`src/sv/wf3_pkg.sv`:
```
package wf3_pkg;

	localparam int PIX_W       = 8;
	localparam int ROW_W       = 12;
	localparam int COL_W       = 10;
	localparam int FWIDTH_W    = 11;
	localparam int FHEIGHT_W   = 13;
	localparam int MODE_W      = 3;
	localparam int CFG_ADDR_W  = 2;
	localparam int CFG_DATA_W  = 13;
	localparam int OUT_TDATA_W = 32;

	localparam logic [FWIDTH_W-1:0]  FWIDTH_RST  = 11'd256;
	localparam logic [FHEIGHT_W-1:0] FHEIGHT_RST = 13'd256;

	// floor(s / 9) == (s * 7282) >> 16 for every window sum up to 9 * 255.
	localparam int MEAN_RECIP = 7282;
	localparam int MEAN_SHIFT = 16;

	// Result queue depth; a power of two.
	localparam int FIFO_DEPTH = 8;

	typedef enum logic [CFG_ADDR_W-1:0] {
		REG_FRAME_WIDTH  = 2'd0,
		REG_FRAME_HEIGHT = 2'd1,
		REG_FILTER_MODE  = 2'd2
	} cfg_reg_t;

	typedef enum logic [MODE_W-1:0] {
		MODE_MEAN    = 3'd0,
		MODE_LAPLACE = 3'd1,
		MODE_MEDIAN  = 3'd2,
		MODE_MAX     = 3'd3,
		MODE_MIN     = 3'd4
	} mode_t;

	// Window bytes, index 4 is the center, 8 the newest pixel.
	typedef logic [8:0][PIX_W-1:0] win_t;

	// Result set of one input: bit 0 (r-1,c-1), bit 1 (r-1,c), bit 2 (r,c-1), bit 3 (r,c).
	typedef logic [3:0] res_mask_t;

	typedef struct packed {
		win_t             win;
		logic             border;
		res_mask_t        mask;
		logic [ROW_W-1:0] row;
		logic [COL_W-1:0] col;
	} item_t;

	typedef struct packed {
		logic [3:0][PIX_W-1:0] vals;
		res_mask_t             mask;
		logic [ROW_W-1:0]      row;
		logic [COL_W-1:0]      col;
	} entry_t;

endpackage

```
`src/sv/wf3_outq.sv`:
```
module wf3_outq import wf3_pkg::*; (
	input  logic             clk,
	input  logic             arst_n,
	input  logic             accept,
	input  logic             push,
	input  entry_t           entry,
	output logic             in_ready,
	output logic             out_valid,
	input  logic             out_ready,
	output logic [PIX_W-1:0] pixel_out,
	output logic [ROW_W-1:0] out_row,
	output logic [COL_W-1:0] out_col,
	output logic             run_last,
	output logic             frame_done
);

	localparam int PW   = $clog2(FIFO_DEPTH);
	localparam int CNTW = $clog2(FIFO_DEPTH + 1);

	entry_t           fifo_q [FIFO_DEPTH];
	logic [PW-1:0]    wr_ptr_q, rd_ptr_q;
	logic [CNTW-1:0]  count_q, inflight_q;
	res_mask_t        sent_q;

	entry_t           head;
	res_mask_t        pend, sel, rest;
	logic             nonempty, fire, pop;
	logic [ROW_W-1:0] row_m1;
	logic [COL_W-1:0] col_m1;

	always_comb begin
		head      = fifo_q[rd_ptr_q];
		nonempty  = (count_q != '0);
		pend      = head.mask & ~sent_q;
		sel       = pend & (~pend + 4'd1);
		rest      = pend & ~sel;
		out_valid = nonempty && (pend != '0);
		fire      = out_valid && out_ready;
		run_last  = (rest == '0);
		// An item with no results leaves the queue without a word.
		pop       = nonempty && ((pend == '0) || (fire && run_last));
		row_m1    = head.row - 12'd1;
		col_m1    = head.col - 10'd1;
		frame_done = sel[3];
		if (sel[0]) begin
			pixel_out = head.vals[0];
			out_row   = row_m1;
			out_col   = col_m1;
		end else if (sel[1]) begin
			pixel_out = head.vals[1];
			out_row   = row_m1;
			out_col   = head.col;
		end else if (sel[2]) begin
			pixel_out = head.vals[2];
			out_row   = head.row;
			out_col   = col_m1;
		end else begin
			pixel_out = head.vals[3];
			out_row   = head.row;
			out_col   = head.col;
		end
	end

	// Every accepted item holds a queue slot from acceptance until it leaves.
	assign in_ready = (inflight_q < CNTW'(FIFO_DEPTH));

	always_ff @(posedge clk or negedge arst_n) begin
		if (!arst_n) begin
			wr_ptr_q   <= '0;
			rd_ptr_q   <= '0;
			count_q    <= '0;
			inflight_q <= '0;
			sent_q     <= '0;
		end else begin
			if (push) begin
				wr_ptr_q <= wr_ptr_q + PW'(1);
			end
			if (pop) begin
				rd_ptr_q <= rd_ptr_q + PW'(1);
				sent_q   <= '0;
			end else if (fire) begin
				sent_q <= sent_q | sel;
			end
			count_q    <= count_q + CNTW'(push) - CNTW'(pop);
			inflight_q <= inflight_q + CNTW'(accept) - CNTW'(pop);
		end
	end

	always_ff @(posedge clk) begin
		if (push) begin
			fifo_q[wr_ptr_q] <= entry;
		end
	end

endmodule

```
`config.mk`:
```
export PLATFORM = sky130hd
export DESIGN_NAME = wf3_outq
export DESIGN_NICKNAME = d
export VERILOG_FILES = /design/src/sv/wf3_pkg.sv /design/src/sv/wf3_outq.sv
export SDC_FILE = /design/constraint.sdc
export NUM_CORES = 1
export LEC_CHECK = 0
export BUFFER_PORTS_ARGS = -buffer_cell sky130_fd_sc_hd__buf_2
export CORE_MARGIN = 8
export CORE_UTILIZATION = 55
export CTS_CLUSTER_DIAMETER = 60
export CTS_CLUSTER_SIZE = 14
export DETAILED_ROUTE_END_ITERATION = 6
export PLACE_DENSITY = 0.8
export SLEW_MARGIN = 20
export SYNTH_ARGS = -nofsm -noshare
export SYNTH_HDL_FRONTEND = slang
export SYNTH_SLANG_ARGS = --single-unit
```
`constraint.sdc`:
```
create_clock -name clk -period 10.8 [get_ports clk]
set_input_delay 2.16 -clock clk [delete_from_list [all_inputs] [get_ports clk]]
set_output_delay 2.16 -clock clk [all_outputs]
set_load 0.01 [all_outputs]
```
==> flow_summary.ini <==
[cts]
clk_latency_ps = 560
cts-root-buf = clkbuf_16
ctsResizeCount = 0
holdBufCountCts = 0
post-cts-setup-buffers = 0
clk_path_buf_depth = 3
cts_max_level = 2
tritoncts = built
path_clk_slew_ps = 60
cts_buffers = 41
cts.sinks = 482

[floorplanning]
dieHeight_um = 203
rows = 68
io_pins = 97
dieArea_mm2 = 0.0411
core_area_mm2 = 0.0345
chipWidth_um = 203
start_util_pct = 55.7

[worst_setup_path]
reg2regPathDepth = 13
cp-endpoint = pixel_out[6]
critical_path.most_common_cell = nand2_1
path_depth = 9
required_ps = 8640
timing.rr.start = rd_ptr_q[1]
critPathLaunch = rd_ptr_q[1]
cp_top_family = simple AND/OR/NAND/NOR gates
crit_path_max_incr_delay_ps = 900
rr_endpoint = count_q[2]
startpoint_type = register
r2r_slack_ps = 5720
slowest_stage = buf_4
cp_max_fo = 72
critical_path_buf_inv_count = 2
cp_cell_sequence = buf_4 -> mux4_2 -> o22ai_1 -> or3_1 -> nand2_1 -> nor2_1 -> nand2_1 -> o211ai_1 -> buf_2
cp.arrival_ps = 5170
critPathKind = reg2out
critPathCaptureType = output port

[status]
status = completed

[yosys]
syn_nets = 990
synth_flop_cell = edfxtp_1
ys_warn_count = 0
synth_xor_area_share_pct = 1.37
yosys.area_share.simple_pct = 2.78
muxShareOfSynthArea_pct = 16.4
synth_area_per_cell_um2 = 21.0
synth_cells = 912
synth_top_family_by_area = multiplexers
synthAdderAreaFrac_pct = 1.11
syn_area_mm2 = 0.0192
synth-edff-count = 464
synth_compound_area_share_pct = 1.74
synth-seq-area-share_pct = 74.9
async_flop_share_pct = 3.73
synth-seq-cells = 482
synth_cell_types = 51

[placed_design]
dp_hpwl_mm = 21.8
dpl_cell_area_mm2 = 0.0202
gp_congestion = 0.758
post-place-ws_ps = 4230
port_buffers = 96

[routing]
dr.pass1.iters = 5
postRouteAntennaNets = 0
vias = 9106
drc = 0
vias_per_cell = 6.10
wl_per_cell_um = 25.8
drt_iter0_drc = 779
drt_wl_total_mm = 38.4

[timing]
max_freq_mhz = 136
tns_ps = 0
worst_slack_ps = 3470
worst_pin_slew_ps = 1050
setup_viol = 0
period_share_pct = 67.8
rsz0062_at_grt = false
period_minus_slack_ps = 7330
skew_ps = 24.7
slew_headroom_pct = 30.2
hold_viol = 0
slew_viol_final = 0

[grt]
grt_pass1_vias = 9399
grt_overflow = 0
grtUsageTotal_pct = 18.6
grt_pass1_wl_mm = 57.8
grt_max_degree = 73
antenna_found_initial = 6

[final_layout]
final_util_pct = 61.9
final_cell_area_mm2 = 0.0213
final_common_cell = edfxtp_1
nFillCells = 2315
syn2layout_area_growth_pct = 11.2
seq_area_mm2 = 0.0144
final_cell_mix = edfxtp_1, mux4_2, buf_2
final_nets = 1101
layout-drive-gt1-share_pct = 29.5
multi_input_area_mm2 = 0.00454

[run]
max-cap-violations = 0

[min_path]
hp-class = reg2reg

[power]
p_leak_nw = 7.05
ir_drop_v = 0.000233
power.density_mw_per_mm2 = 285
==> per-layer routing <==
layer	wire length (um)	global-route usage [%]
met4	733	4.95
met3	3270	4.73
met5	43	0
met1	15400	25.1
met2	18900	30.2
==> tightest hold or removal path: cells and delay by family, from the launching register on <==
family	cells	cell delay [ps]
flops	1	340
simple gates	1	70
compound gates	1	40
==> where the power goes <==
group	internal, W	leakage, nW	switching, W	total (W)
Combinational	0.000962	2.06	0.00125	0.00221
Clock	0.000701	0.560	0.000626	0.00133
Sequential	0.00237	4.43	0.000188	0.00255
Total	0.00403	7.05	0.00206	0.00609
==> logic make-up after synthesis <==
group	after synthesis
adders and majority gates	16
xor gates and xnor gates	30
DFF	482
AOI/OAI and AO/OA	48
buffers and inverters	58
and+or+nand+nor	106
muxes	172
==> how the worst min path moves through the flow <==
stage,from,to,cells after the start
2_1_floorplan,sent_q[3],sent_q[3],2
3_3_place_gp,sent_q[3],sent_q[3],2
3_5_place_dp,sent_q[3],sent_q[3],2
4_1_cts,sent_q[3],sent_q[3],2
5_1_grt,sent_q[3],sent_q[3],2
6_report,sent_q[3],sent_q[3],2
==> state kept, by name, summed over array words and instances (netlist names) <==
signal and flops:
wr_ptr_q 3, sent_q 4, count_q 4, fifo_q 464
inflight_q 4, rd_ptr_q 3
==> synthesized netlist by cell type, types with 2 or more instances <==
library cell  count  share of area, %
buf_2            21              0.55
ha_1             13              0.85
a211oi_1          5              0.20
mux4_2          112                13
buf_4             9              0.35
nand4_1           2             0.065
o22ai_1           9              0.29
xnor2_1          19              0.87
nor4b_1           2             0.091
edfxtp_1        464                73
mux2_2           12              0.70
xor2_1           11              0.50
nor2b_1           6              0.20
buf_1             4             0.078
nor4_1            2             0.065
and3_1            2             0.065
o211ai_1          7              0.27
mux2i_1          46               2.4
nor3_1           12              0.31
inv_1            15              0.29
a21boi_4          2              0.20
nor2_1           29              0.57
a21o_1            2             0.078
nand2b_1          5              0.16
nor3_2            2              0.10
a21oi_1          17              0.44
nand3_1           6              0.16
buf_6             6              0.35
nand2_1          28              0.55
fa_1              2              0.21
clkbuf_1          3             0.059
dfrtp_1          18               2.3
==> cell type report <==
class,instances,share of cell area (%)
multi-input cells,372,21.3
clock buffers,47,4.96
flip-flops and latches,482,67.4
inverters,15,0.264
clock inverters,6,0.440
well taps,455,2.67
diodes,4,0.0469
repair buffers,111,2.90
==> stage by stage <==
| stage | hold slack (ps) | cells | total power, W |
|---|---|---|---|
| final | 493 | 1492 | 0.00609 |
| after global routing | 534 | 1489 | 0.00638 |
| after CTS | 493 | 1488 | 0.00615 |
| after detailed placement | 476 | 1435 | 0.00480 |
| after global placement | 472 | 1433 | 0.00474 |
| after floorplan | 455 | 912 | 0.00413 |
No activity file was read; power rests on OpenSTA's default activity.
